### src/hdl/itoa_pkg.sv
// Shared types, constants and a helper function for the integer to ASCII converter.
`default_nettype none

package itoa_pkg;

    localparam int VALUE_WIDTH        = 32;
    localparam int RADIX_W            = 6;
    localparam int COUNT_W            = 6;
    localparam int CHAR_W             = 7;
    localparam int DEFAULT_MAX_DIGITS = 32;
    localparam int QUEUE_DEPTH        = 2;

    // The divider retires this many quotient bits per clock.
    localparam int BITS_PER_STEP = 8;
    localparam int DIV_STEPS     = (VALUE_WIDTH + BITS_PER_STEP - 1) / BITS_PER_STEP;
    localparam int DIV_W         = DIV_STEPS * BITS_PER_STEP;

    localparam logic [CHAR_W-1:0]  CH_ZERO   = 7'h30;
    localparam logic [CHAR_W-1:0]  CH_ALPHA  = 7'h41;
    localparam logic [CHAR_W-1:0]  CH_MINUS  = 7'h2D;
    localparam logic [RADIX_W-1:0] DEC_LIMIT = 6'd10;
    localparam logic [RADIX_W-1:0] RADIX_MIN = 6'd2;
    localparam logic [RADIX_W-1:0] RADIX_MAX = 6'd36;

    typedef struct packed {
        logic signed [VALUE_WIDTH-1:0] value;
        logic [RADIX_W-1:0]            radix;
        logic [COUNT_W-1:0]            digit_count;
    } itoa_in_t;

    typedef struct packed {
        logic [CHAR_W-1:0] character;
        logic              last;
    } itoa_out_t;

    // One classified conversion job as it waits between front and back.
    typedef struct packed {
        logic [VALUE_WIDTH-1:0] mag;
        logic                   neg;
        logic [RADIX_W-1:0]     radix;
        logic [COUNT_W-1:0]     want;
    } itoa_entry_t;

    function automatic logic [CHAR_W-1:0] digit_char(input logic [RADIX_W-1:0] d);
        logic [CHAR_W-1:0] c;
        if (d >= DEC_LIMIT) begin
            c = CH_ALPHA + CHAR_W'(d - DEC_LIMIT);
        end else begin
            c = CH_ZERO + CHAR_W'(d);
        end
        return c;
    endfunction

endpackage

`default_nettype wire

### src/hdl/integer_to_ascii_any_base_core.sv
// Top level of the integer to ASCII converter for radix 2 to 36.
// The back converts one job at a time, digit by digit through the shared radix divider,
// and then reads the digit store back through its single read port, after an optional minus.
// The queue lets the front accept further jobs while the back is still busy with one.
// Reset: aresetn is synchronous and active low; it empties the queue and the output register.
`default_nettype none

// The block is split in three parts. The front takes input beats, works out the
// sign and the magnitude of the value and clamps the radix into its legal range.
// A two-entry queue holds classified jobs so that the front keeps accepting beats
// while the back is busy. The back divides the magnitude by the radix repeatedly,
// eight quotient bits per cycle, and stores one character per digit, least
// significant first. Once the digit count is reached (or, in automatic mode, the
// quotient has become zero) it emits an optional minus sign and then reads the
// digit store backwards, so that the most significant character leaves first. The
// final character of each conversion carries last. The output beat sits in a
// register of its own, so a stalled result channel never corrupts a beat in flight.
module integer_to_ascii_any_base_core #(
    parameter int unsigned MAX_DIGITS = itoa_pkg::DEFAULT_MAX_DIGITS
) (
    input  wire logic                aclk,
    input  wire logic                aresetn,
    input  wire logic                s_valid,
    output logic                     s_ready,
    input  wire itoa_pkg::itoa_in_t  s_data,
    output logic                     m_valid,
    input  wire logic                m_ready,
    output itoa_pkg::itoa_out_t      m_data
);
    import itoa_pkg::*;

    // Jobs travelling between the front, the queue and the back.
    itoa_entry_t push_entry;
    itoa_entry_t pop_entry;
    logic        q_push;
    logic        q_full;
    logic        q_pop;
    logic        q_empty;

    itoa_front u_front (
        .s_valid (s_valid),
        .s_ready (s_ready),
        .s_data  (s_data),
        .q_full  (q_full),
        .q_push  (q_push),
        .q_entry (push_entry)
    );

    itoa_queue u_queue (
        .aclk       (aclk),
        .aresetn    (aresetn),
        .push       (q_push),
        .push_entry (push_entry),
        .full       (q_full),
        .pop        (q_pop),
        .pop_entry  (pop_entry),
        .empty      (q_empty)
    );

    // The back owns the digit store; its depth follows MAX_DIGITS.
    itoa_back #(
        .MAX_DIGITS (MAX_DIGITS)
    ) u_back (
        .aclk    (aclk),
        .aresetn (aresetn),
        .q_empty (q_empty),
        .q_entry (pop_entry),
        .q_pop   (q_pop),
        .m_valid (m_valid),
        .m_ready (m_ready),
        .m_data  (m_data)
    );

endmodule

`default_nettype wire

### src/hdl/itoa_front.sv
// Input stage: takes a beat, derives sign and magnitude and clamps the radix.
`default_nettype none

module itoa_front (
    input  wire logic                   s_valid,
    output logic                        s_ready,
    input  wire itoa_pkg::itoa_in_t     s_data,
    input  wire logic                   q_full,
    output logic                        q_push,
    output itoa_pkg::itoa_entry_t       q_entry
);
    import itoa_pkg::*;

    logic [VALUE_WIDTH-1:0] raw;
    logic                   neg;

    always_comb begin
        raw = s_data.value;
        neg = raw[VALUE_WIDTH-1];
        // The unsigned negation also gives the most negative value's magnitude exactly.
        q_entry.mag = neg ? (~raw + 1'b1) : raw;
        q_entry.neg = neg;
        priority if (s_data.radix < RADIX_MIN) begin
            q_entry.radix = RADIX_MIN;
        end else if (s_data.radix > RADIX_MAX) begin
            q_entry.radix = RADIX_MAX;
        end else begin
            q_entry.radix = s_data.radix;
        end
        q_entry.want = s_data.digit_count;
    end

    assign s_ready = !q_full;
    assign q_push  = s_valid && !q_full;

endmodule

`default_nettype wire

### src/hdl/itoa_queue.sv
// Short job queue that decouples the input stage from the converter.
`default_nettype none

module itoa_queue (
    input  wire logic                   aclk,
    input  wire logic                   aresetn,
    input  wire logic                   push,
    input  wire itoa_pkg::itoa_entry_t  push_entry,
    output logic                        full,
    input  wire logic                   pop,
    output itoa_pkg::itoa_entry_t       pop_entry,
    output logic                        empty
);
    import itoa_pkg::*;

    localparam int DEPTH = QUEUE_DEPTH;
    localparam int PTR_W = (DEPTH > 1) ? $clog2(DEPTH) : 1;
    localparam int CNT_W = $clog2(DEPTH + 1);
    localparam logic [PTR_W-1:0] PTR_LAST = PTR_W'(DEPTH - 1);

    itoa_entry_t       slot_reg [DEPTH];
    logic [PTR_W-1:0]  wr_ptr_reg, wr_ptr_next;
    logic [PTR_W-1:0]  rd_ptr_reg, rd_ptr_next;
    logic [CNT_W-1:0]  count_reg, count_next;

    assign full      = (count_reg == CNT_W'(DEPTH));
    assign empty     = (count_reg == '0);
    assign pop_entry = slot_reg[rd_ptr_reg];

    always_comb begin
        wr_ptr_next = wr_ptr_reg;
        rd_ptr_next = rd_ptr_reg;
        count_next  = count_reg;
        if (push) begin
            wr_ptr_next = (wr_ptr_reg == PTR_LAST) ? '0 : wr_ptr_reg + 1'b1;
        end
        if (pop) begin
            rd_ptr_next = (rd_ptr_reg == PTR_LAST) ? '0 : rd_ptr_reg + 1'b1;
        end
        if (push && !pop) begin
            count_next = count_reg + 1'b1;
        end else if (pop && !push) begin
            count_next = count_reg - 1'b1;
        end
    end

    always_ff @(posedge aclk) begin
        if (!aresetn) begin
            wr_ptr_reg <= '0;
            rd_ptr_reg <= '0;
            count_reg  <= '0;
        end else begin
            wr_ptr_reg <= wr_ptr_next;
            rd_ptr_reg <= rd_ptr_next;
            count_reg  <= count_next;
        end
    end

    always_ff @(posedge aclk) begin
        if (push) begin
            slot_reg[wr_ptr_reg] <= push_entry;
        end
    end

    a_count_bound: assert property (@(posedge aclk) disable iff (!aresetn)
        count_reg <= CNT_W'(DEPTH))
        else $error("queue holds more jobs than it has slots");

    a_no_overflow: assert property (@(posedge aclk) disable iff (!aresetn)
        !(push && full && !pop))
        else $error("job pushed into a full queue");

    a_no_underflow: assert property (@(posedge aclk) disable iff (!aresetn)
        !(pop && empty))
        else $error("job popped from an empty queue");

endmodule

`default_nettype wire

### src/hdl/itoa_back.sv
// Converter: iterative division by the radix, digit store and character output register.
`default_nettype none

module itoa_back #(
    parameter int unsigned MAX_DIGITS = itoa_pkg::DEFAULT_MAX_DIGITS
) (
    input  wire logic                   aclk,
    input  wire logic                   aresetn,
    input  wire logic                   q_empty,
    input  wire itoa_pkg::itoa_entry_t  q_entry,
    output logic                        q_pop,
    output logic                        m_valid,
    input  wire logic                   m_ready,
    output itoa_pkg::itoa_out_t         m_data
);
    import itoa_pkg::*;

    localparam int CNT_W  = $clog2(MAX_DIGITS + 1);
    localparam int ADDR_W = (MAX_DIGITS > 1) ? $clog2(MAX_DIGITS) : 1;
    localparam int LIM_W  = (CNT_W > COUNT_W) ? CNT_W : COUNT_W;
    localparam int STEP_W = (DIV_STEPS > 1) ? $clog2(DIV_STEPS) : 1;
    localparam logic [STEP_W-1:0] LAST_STEP = STEP_W'(DIV_STEPS - 1);

    localparam logic [2:0] ST_IDLE = 3'd0;
    localparam logic [2:0] ST_DIV  = 3'd1;
    localparam logic [2:0] ST_SIGN = 3'd2;
    localparam logic [2:0] ST_RD   = 3'd3;
    localparam logic [2:0] ST_OUT  = 3'd4;

    logic [2:0]          state_reg;
    logic [DIV_W-1:0]    work_reg;
    logic [RADIX_W-1:0]  rem_reg;
    logic [RADIX_W-1:0]  radix_reg;
    logic                neg_reg;
    logic                auto_reg;
    logic [CNT_W-1:0]    limit_reg;
    logic [CNT_W-1:0]    cnt_reg;
    logic [STEP_W-1:0]   step_reg;
    logic [ADDR_W-1:0]   ptr_reg;
    logic [CHAR_W-1:0]   rd_data_reg;
    logic                m_valid_reg;
    logic [CHAR_W-1:0]   m_char_reg;
    logic                m_last_reg;

    logic [CHAR_W-1:0]   digit_mem [MAX_DIGITS];

    logic [DIV_W-1:0]    work_step;
    logic [RADIX_W-1:0]  rem_step;
    logic [CNT_W-1:0]    cnt_next;
    logic                digit_done;
    logic                conv_done;
    logic                out_free;
    logic                out_load;
    logic [LIM_W-1:0]    want_w;
    logic [LIM_W-1:0]    max_w;
    logic [LIM_W-1:0]    limit_w;

    // Restoring division by the radix, BITS_PER_STEP quotient bits per cycle.
    always_comb begin : div_step
        logic [DIV_W-1:0] w;
        logic [RADIX_W:0] r;
        w = work_reg;
        r = {1'b0, rem_reg};
        for (int k = 0; k < BITS_PER_STEP; k++) begin
            r = {r[RADIX_W-1:0], w[DIV_W-1]};
            w = {w[DIV_W-2:0], 1'b0};
            if (r >= {1'b0, radix_reg}) begin
                r    = r - {1'b0, radix_reg};
                w[0] = 1'b1;
            end
        end
        work_step = w;
        rem_step  = r[RADIX_W-1:0];
    end

    always_comb begin
        want_w  = LIM_W'(q_entry.want);
        max_w   = LIM_W'(MAX_DIGITS);
        limit_w = ((want_w == '0) || (want_w > max_w)) ? max_w : want_w;
    end

    assign cnt_next   = cnt_reg + 1'b1;
    assign digit_done = (state_reg == ST_DIV) && (step_reg == LAST_STEP);
    assign conv_done  = (cnt_next == limit_reg) || (auto_reg && (work_step == '0));
    assign out_free   = !m_valid_reg || m_ready;
    assign out_load   = ((state_reg == ST_SIGN) || (state_reg == ST_OUT)) && out_free;
    assign q_pop      = (state_reg == ST_IDLE) && !q_empty;

    always_ff @(posedge aclk) begin
        if (!aresetn) begin
            state_reg   <= ST_IDLE;
            m_valid_reg <= 1'b0;
        end else begin
            if (out_load) begin
                m_valid_reg <= 1'b1;
            end else if (m_ready) begin
                m_valid_reg <= 1'b0;
            end
            unique case (state_reg)
                ST_IDLE: begin
                    if (!q_empty) begin
                        state_reg <= ST_DIV;
                    end
                end
                ST_DIV: begin
                    if (digit_done && conv_done) begin
                        state_reg <= neg_reg ? ST_SIGN : ST_RD;
                    end
                end
                ST_SIGN: begin
                    if (out_free) begin
                        state_reg <= ST_RD;
                    end
                end
                ST_RD: begin
                    state_reg <= ST_OUT;
                end
                ST_OUT: begin
                    if (out_free) begin
                        state_reg <= (ptr_reg == '0) ? ST_IDLE : ST_RD;
                    end
                end
                default: begin
                    state_reg <= ST_IDLE;
                end
            endcase
        end
    end

    always_ff @(posedge aclk) begin
        unique case (state_reg)
            ST_IDLE: begin
                if (!q_empty) begin
                    work_reg  <= DIV_W'(q_entry.mag);
                    rem_reg   <= '0;
                    radix_reg <= q_entry.radix;
                    neg_reg   <= q_entry.neg;
                    auto_reg  <= (q_entry.want == '0);
                    limit_reg <= CNT_W'(limit_w);
                    cnt_reg   <= '0;
                    step_reg  <= '0;
                end
            end
            ST_DIV: begin
                work_reg <= work_step;
                if (digit_done) begin
                    rem_reg  <= '0;
                    step_reg <= '0;
                    cnt_reg  <= cnt_next;
                    ptr_reg  <= cnt_reg[ADDR_W-1:0];
                end else begin
                    rem_reg  <= rem_step;
                    step_reg <= step_reg + 1'b1;
                end
            end
            ST_SIGN: begin
                if (out_free) begin
                    m_char_reg <= CH_MINUS;
                    m_last_reg <= 1'b0;
                end
            end
            ST_RD: begin
            end
            ST_OUT: begin
                if (out_free) begin
                    m_char_reg <= rd_data_reg;
                    m_last_reg <= (ptr_reg == '0);
                    if (ptr_reg != '0) begin
                        ptr_reg <= ptr_reg - 1'b1;
                    end
                end
            end
            default: begin
            end
        endcase
    end

    // Digit store, least significant digit at address zero.
    always_ff @(posedge aclk) begin
        if (digit_done) begin
            digit_mem[cnt_reg[ADDR_W-1:0]] <= digit_char(rem_step);
        end
        rd_data_reg <= digit_mem[ptr_reg];
    end

    assign m_valid          = m_valid_reg;
    assign m_data.character = m_char_reg;
    assign m_data.last      = m_last_reg;

    a_rem_below_radix: assert property (@(posedge aclk) disable iff (!aresetn)
        (state_reg == ST_DIV) |-> (rem_reg < radix_reg))
        else $error("partial remainder not below the radix");

    a_radix_range: assert property (@(posedge aclk) disable iff (!aresetn)
        (state_reg != ST_IDLE) |-> (radix_reg >= RADIX_MIN && radix_reg <= RADIX_MAX))
        else $error("radix outside the supported range");

    a_count_bound: assert property (@(posedge aclk) disable iff (!aresetn)
        (state_reg == ST_DIV) |-> (cnt_reg < limit_reg))
        else $error("digit count ran past its limit");

    a_pop_starts_div: assert property (@(posedge aclk) disable iff (!aresetn)
        q_pop |=> (state_reg == ST_DIV))
        else $error("popped job did not start a division");

endmodule

`default_nettype wire

### config.mk
export PLATFORM = sky130hd
export DESIGN_NAME = integer_to_ascii_any_base_core
export DESIGN_NICKNAME = d
export VERILOG_FILES = /design/src/hdl/itoa_pkg.sv /design/src/hdl/integer_to_ascii_any_base_core.sv /design/src/hdl/itoa_front.sv /design/src/hdl/itoa_queue.sv /design/src/hdl/itoa_back.sv
export SDC_FILE = /design/constraint.sdc
export NUM_CORES = 1
export LEC_CHECK = 0
export ABC_AREA = 1
export BUFFER_PORTS_ARGS = -buffer_cell sky130_fd_sc_hd__buf_2
export CAP_MARGIN = 20
export CORE_MARGIN = 2
export CORE_UTILIZATION = 43
export DETAILED_ROUTE_END_ITERATION = 10
export MAX_ROUTING_LAYER = met4
export SLEW_MARGIN = 0
export SYNTH_ARGS = -nofsm -noshare
export SYNTH_HDL_FRONTEND = slang
export SYNTH_HIERARCHICAL = 1
export SYNTH_SLANG_ARGS = --single-unit
### constraint.sdc
create_clock -name aclk -period 16.05 [get_ports aclk]
set_clock_uncertainty 0.2 [all_clocks]
set_input_delay 0.8025 -clock aclk [delete_from_list [all_inputs] [get_ports aclk]]
set_output_delay 0.8025 -clock aclk [all_outputs]
set_load 0.05 [all_outputs]
* After elaboration in Yosys (flattened, before gate mapping)
Memories as Yosys holds them, arrays and structs flattened. A register that Yosys moved wholly into a read port is not among the register bits. Cells that the tools add are included.
Storage, ports and cells: output and inout bits 10, memories kept 2, input port bits 48, logic and storage cells 158, flip-flop bits (word level) 81, memory bits (writable) 314
Cells by class: bitwise gates (word level) 2, order comparisons 12, multiplexer cells 60, reduce and logical (&&, ||, !) cells 34, equal/unequal tests 13, add/subtract/negate cells 19
Memory list:
- u_back.digit_mem | depth 32, width 7, read ports 1, clocked after memory_dff 1, write ports 1, RTL line itoa_back.sv:45 | logic [CHAR_W-1:0] digit_mem [MAX_DIGITS];
- u_queue.slot_reg | depth 2, width 45, read ports 1, clocked after memory_dff 1, write ports 1, RTL line itoa_queue.sv:21 | itoa_entry_t slot_reg [DEPTH];
Operator list (number):
- 6-bit two-way mux | 13
- 32-bit two-way mux | 2
- 32-bit case mux with 2 select lines | 1
- 7-bit by 6-bit >= comparator with 1-bit output | 8
- 6-bit subtractor | 8
- 32-bit by 1-bit adder with 32-bit output, second input constant | 1
- 32-bit logical NOT | 1
- 32-bit inverter | 1
- 7-bit two-way mux | 4
- 6-bit case mux with 2 select lines | 2
- 1-bit two-way mux | 21
- 5-bit two-way mux | 3
- 3-bit case mux with 5 select lines | 1
- 7-bit case mux with 2 select lines | 1
- 6-bit > comparator, second input constant | 2
- 3-bit two-way mux | 4
- 2-bit two-way mux | 5
- 5-bit case mux with 2 select lines | 1
- 2-bit nonzero test | 5
- 1-bit logical AND | 8
- 4-bit AND reduction | 2
- 6-bit by 6-bit adder with 7-bit output, first input constant | 1
- 7-bit adder, first input constant | 1
- 6-bit by 4-bit subtractor with 7-bit output, second input constant | 1
- 26 further kinds | 43

* Depth between registers and ports, before layout
depth after elaboration 22, gate-level depth with buffers 94, mapped depth without buffers 93

* Hierarchy
The synthesis kept the hierarchy.
By module, submodules not included:
- itoa_back | area an instance 15522.4 µm², cells an instance 1497, times used 1
- itoa_queue | area an instance 3678.5 µm², cells an instance 175, times used 1
- itoa_front | area an instance 1156.1 µm², cells an instance 239, times used 1

* Least setup slack after synthesis
No wires, ideal clock.
path kind register to register, from reg u_back.radix_reg[1], to mem u_back.digit_mem[0][6] (data pin), required time 15.488 ns, slack 2.667 ns, cell stages (with the launch flop) 84, period minus slack after synthesis 13.383 ns, data arrival time 12.821 ns, buffers on the path 1, cell sequence edfxtp_1 -> inv_1 -> ha_1 -> nand3_1 -> nand2_1 -> nand2_2 -> nand3_4 -> nand2_1 -> nand2_1 -> ha_1 -> a21oi_1 -> nand3_1 -> a21oi_1 -> nand3_4 -> nand2_1 -> nand2_1 -> ha_1 -> nand2_1 -> (+48 left out) -> nor2_2 -> nand3_1 -> nand2_1 -> inv_1 -> ha_1 -> a21oi_1 -> o21ai_0 -> a21oi_1 -> nor2_1 -> nor2_1 -> o21a_1 -> nand3_4 -> o21ai_2 -> ha_1 -> nand2_4 -> nor2_4 -> nand2_4 -> o21ai_1
On the way: longest elaborated chain between the ends 20, elaborated cells on any way between the ends 30
RTL lines:
- start: declaration | RTL line itoa_back.sv:33 | logic [RADIX_W-1:0] radix_reg;
- start signal: assignment | RTL line itoa_back.sv:136 | radix_reg <= q_entry.radix;
- 6-bit subtractor or 7-bit by 6-bit >= comparator with 1-bit output (tied branches) | RTL line itoa_back.sv:68, itoa_back.sv:67
- 6-bit two-way mux | RTL line itoa_back.sv:67 | if (r >= {1'b0, radix_reg}) begin
- 6-bit subtractor or 7-bit by 6-bit >= comparator with 1-bit output (tied branches) | RTL line itoa_back.sv:68, itoa_back.sv:67
- 6-bit two-way mux | RTL line itoa_back.sv:67
- 6-bit subtractor or 7-bit by 6-bit >= comparator with 1-bit output (tied branches) | RTL line itoa_back.sv:68, itoa_back.sv:67
- 6-bit two-way mux | RTL line itoa_back.sv:67
- 6-bit subtractor or 7-bit by 6-bit >= comparator with 1-bit output (tied branches) | RTL line itoa_back.sv:68, itoa_back.sv:67
- 6-bit two-way mux | RTL line itoa_back.sv:67
- (+4 left out)
- 6-bit subtractor or 7-bit by 6-bit >= comparator with 1-bit output (tied branches) | RTL line itoa_back.sv:68, itoa_back.sv:67
- 6-bit two-way mux | RTL line itoa_back.sv:67
- 6-bit subtractor or 7-bit by 6-bit >= comparator with 1-bit output (tied branches) | RTL line itoa_back.sv:68, itoa_back.sv:67
- 6-bit two-way mux (*) | RTL line itoa_back.sv:67
- 6-bit by 4-bit subtractor with 7-bit output | RTL line itoa_pkg.sv:47 | c = CH_ALPHA + CHAR_W'(d - DEC_LIMIT);
- 7-bit adder | RTL line itoa_pkg.sv:47
- 7-bit two-way mux (*) | RTL line itoa_pkg.sv:46 | if (d >= DEC_LIMIT) begin
- 7-bit two-way mux (*) | RTL line itoa_back.sv:180 | if (digit_done) begin
- end: declaration | RTL line itoa_back.sv:45
Every way passes the cells marked *; elsewhere a longest branch is shown, timed or not. The select of a mux whose other input is x is not followed.

* Worst setup path after layout
from reg u_back.radix_reg[2], to mem u_back.digit_mem[14][4] (data pin)
On the way: longest elaborated chain between the ends 20, elaborated cells on any way between the ends 30
RTL lines (RTL line):
- 6-bit subtractor or 7-bit by 6-bit >= comparator with 1-bit output (tied branches) | itoa_back.sv:68, itoa_back.sv:67
- 6-bit two-way mux | itoa_back.sv:67
- 6-bit subtractor or 7-bit by 6-bit >= comparator with 1-bit output (tied branches) | itoa_back.sv:68, itoa_back.sv:67
- 6-bit two-way mux | itoa_back.sv:67
- 6-bit subtractor or 7-bit by 6-bit >= comparator with 1-bit output (tied branches) | itoa_back.sv:68, itoa_back.sv:67
- 6-bit two-way mux | itoa_back.sv:67
- 6-bit subtractor or 7-bit by 6-bit >= comparator with 1-bit output (tied branches) | itoa_back.sv:68, itoa_back.sv:67
- 6-bit two-way mux | itoa_back.sv:67
- (+4 left out)
- 6-bit subtractor or 7-bit by 6-bit >= comparator with 1-bit output (tied branches) | itoa_back.sv:68, itoa_back.sv:67
- 6-bit two-way mux | itoa_back.sv:67
- 6-bit subtractor or 7-bit by 6-bit >= comparator with 1-bit output (tied branches) | itoa_back.sv:68, itoa_back.sv:67
- 6-bit two-way mux (*) | itoa_back.sv:67
- 6-bit by 4-bit subtractor with 7-bit output | itoa_pkg.sv:47
- 7-bit adder | itoa_pkg.sv:47
- 7-bit two-way mux (*) | itoa_pkg.sv:46
- 7-bit two-way mux (*) | itoa_back.sv:180
Marked as above.

==> results.yml <==
outcome:
  status: "finished clean"
placement:
  gp_congestion: 0.882
  portBuffers: 57
  place_area_um2: 21100
  place_hpwl_um: 31600
  numPlacedInstances: 2513
worst_setup_path:
  critPathCaptureType: "register"
  cp_max_fo: 32
  crit_buf_inv: 11
  arrival_ns: 14.52
  required_ns: 16.07
  cpLargestDelayFamily: "compound AO/OA/AOI/OAI gates"
  worst_path_largest_cell_delay_ns: 0.42
  slowest_stage: "ha_1"
  cp-start-kind: "register"
  crit_type: "register to register"
  cp_common_cell: "nand2_1"
routing:
  drc: 0
  vias_per_cell: 5.29
  wl_per_cell_um: 18.1
  wl_um: 47000
  drtIter0Drc: 1086
  firstDrtPassIters: 6
  postRouteAntennaNets: 0
  vias: 13773
yosys:
  yosys.cell_types.count: 54
  synth_top_cell_by_area: "edfxtp_1"
  synth_area_um2: 20400
  yosysSeqAreaShare_pct: 58.7
  synth_edf_count: 387
  synth-seq-cells: 403
  yosys.area.top_type_share_pct: 57.1
  yosys_warnings: 6
  async_reset_ff_share_pct: 0
  syn-num-nets: 2028
  synth.area.top_cells: "edfxtp_1 57%, nand2_1 6.1%, nor2_1 5.4%"
  synth_top_flop_cell: "edfxtp_1"
  synthCells: 1911
  syn_area_per_cell_um2: 10.7
cells_and_area:
  area_delta_synth_final_pct: 11.4
  n_antenna_cell: 0
  seq_area_um2: 11900
  multi_input_area_um2: 7540
  nets: 2080
  post-route-util_pct: 48.6
  fillers: 4241
  instances_no_fill: 2602
  largest_register_ffs: 224
  drive_gt1_share_pct: 14.4
  fin_area_um2: 22700
timing:
  period_share_pct: 90.3
  finalSetupTns_ns: 0
  worstMarginPinSlew_ns: 1.17
  relSlewSlack_pct: 21.5
  drv_slew: 0
  max_freq_ghz: 0.0690
  rsz0062_at_grt: "no"
  fin_crit_ns: 14.50
  hold_viol_final: 0
  setup_viol: 0
clock_tree:
  cts_root_buf: "clkbuf_16"
  clk_latency_ns: 0.56
  clkSinkCount: 403
  clk_pin_slew_ns: 0.06
  cts_tree: "built"
  cts_max_path_buffers: 3
  holdBufCountCts: 0
  numCtsBuffers: 42
  h-tree-depth: 2
global_routing:
  use_met1_pct: 25.9
  grtUsageMet2_pct: 31.3
  grt_pass1_vias: 13304
  antenna_found_initial: 0
  top_usage_layer: "met2"
  grt_max_degree: 89
  use_met3_pct: 3.02
  grt_pass1_wl_um: 73200
  gr-total-overflow: 0
  grt_usage_pct: 19.5
floorplan:
  die_w_um: 222
  rows: 79
  die_height_um: 222
  fp.coreArea_um2: 46700
  ioPinCount: 58
  initial_core_util_pct: 43.6
  dieArea_um2: 49100
hold_path:
  hold_class: "input pin to register"
job:
  maxCapViolCount: 0
-- worst register-to-register path: cells and delay by family, from the launching register on --
family	cells	cell delay [ns]
AOI/OAI and AO/OA	27	4.70
adders and majority gates	9	2.99
buffers and inverters	11	1.24
DFF	1	0.38
and+or+nand+nor	42	4.60
-- logic make-up (layout without fill, tap and decap cells) --
family          after synthesis  in the layout  synth area share, %
flops                       403            403                 58.7
mux                          51             51                 3.56
fa+ha+maj                    69             69                 4.54
simple gates                792            792                 17.4
xor+xnor                     56             56                 2.41
buf+inv                     221            305                 4.67
compound gates              319            319                 8.81
-- layer usage --
layer / vias to the layer above / share of wire, %
met5: - / 0
met4: 0 / 2.2
met3: 67 / 5.4
met2: 360 / 47
met1: 6588 / 46
li1: 6758 / -
-- synth_stat cells, types with 5 or more instances --
master    number
a21oi_1       27
buf_4         10
clkbuf_1      59
dfxtp_1       16
edfxtp_1     387
fa_1           8
ha_1          61
inv_1        137
inv_2          7
mux2_2        11
mux2_4        40
nand2_1      333
nand2_2       12
nand2_4        8
nand3_1       64
nand3_4       10
nand3b_1       7
nand4_1       20
nor2_1       293
nor2_2         8
nor2_4        10
nor4_1         7
o211ai_1       5
o21a_1         5
o21ai_0      186
o21ai_1        6
o22ai_1       65
or2_2          8
xnor2_1       29
xor2_1        27
-- worst paths after layout --
kind                                 startpoint                                 end  slack [ns]  cells after the start
setup / recovery  u_back/radix_reg[2]$_DFFE_PP_   u_back/digit_mem[14][4]$_DFFE_PP_        1.55                     89
hold / removal                        s_data[1]    u_queue/slot_reg[1][1]$_DFFE_PP_        0.23                      1
setup reg to reg  u_back/radix_reg[2]$_DFFE_PP_   u_back/digit_mem[14][4]$_DFFE_PP_        1.55                     89
hold reg to reg   u_back/rd_data_reg[5]$_DFF_P_  u_back/m_char_reg[5]$_SDFFCE_PN1P_        0.30                      1
-- through the flow --
stage	hold WS [ns]	setup slack (ns)
finish	0.228	1.55
global route	0.205	0.0666
CTS	0.200	0.774
detailed placement	0.284	0.810
global placement	0.271	1.40
floorplan	0.266	2.67
-- area by class of cell --
cell class                      count  area share [%]
Clock buffer                       55            5.07
Clock inverter                     21           0.949
Inverter                          144            2.43
Multi-Input combinational cell   1287            33.2
Sequential cell                   403            52.6
Tap cell                          607            3.35
Timing Repair Buffer               85            2.32
-- placed cells by master (no fill, tap or decap), drive strengths merged, types with 3 or more instances in the layout --
cell      synthesis  routed
a21o              3       3
a21oi            29      29
a31oi             3       3
buf              18      85
bufinv            0       3
clkbuf           59      55
clkinv            0      14
clkinvlp          0       7
dfxtp            16      16
edfxtp          387     387
fa                8       8
ha               61      61
inv             144     141
mux2             51      51
nand2           353     353
nand3            78      78
nand3b            7       7
nand4            20      20
nor2            311     311
nor3              4       4
nor4              7       7
o211ai            5       5
o21a              5       5
o21ai           196     196
o221ai            4       4
o22ai            65      65
or2              10      10
xnor2            29      29
xor2             27      27
-- repair_timing --
action / CTS / global route
setup endpoints to repair: 0 / 222
resized for setup: 0 / 15
setup buffers: 0 / 9
hold endpoints to repair: 0 / 0
Power is left out: the tool's default activity adds up to more than one toggle a clock period on the data nets, which glitch-free logic cannot reach.
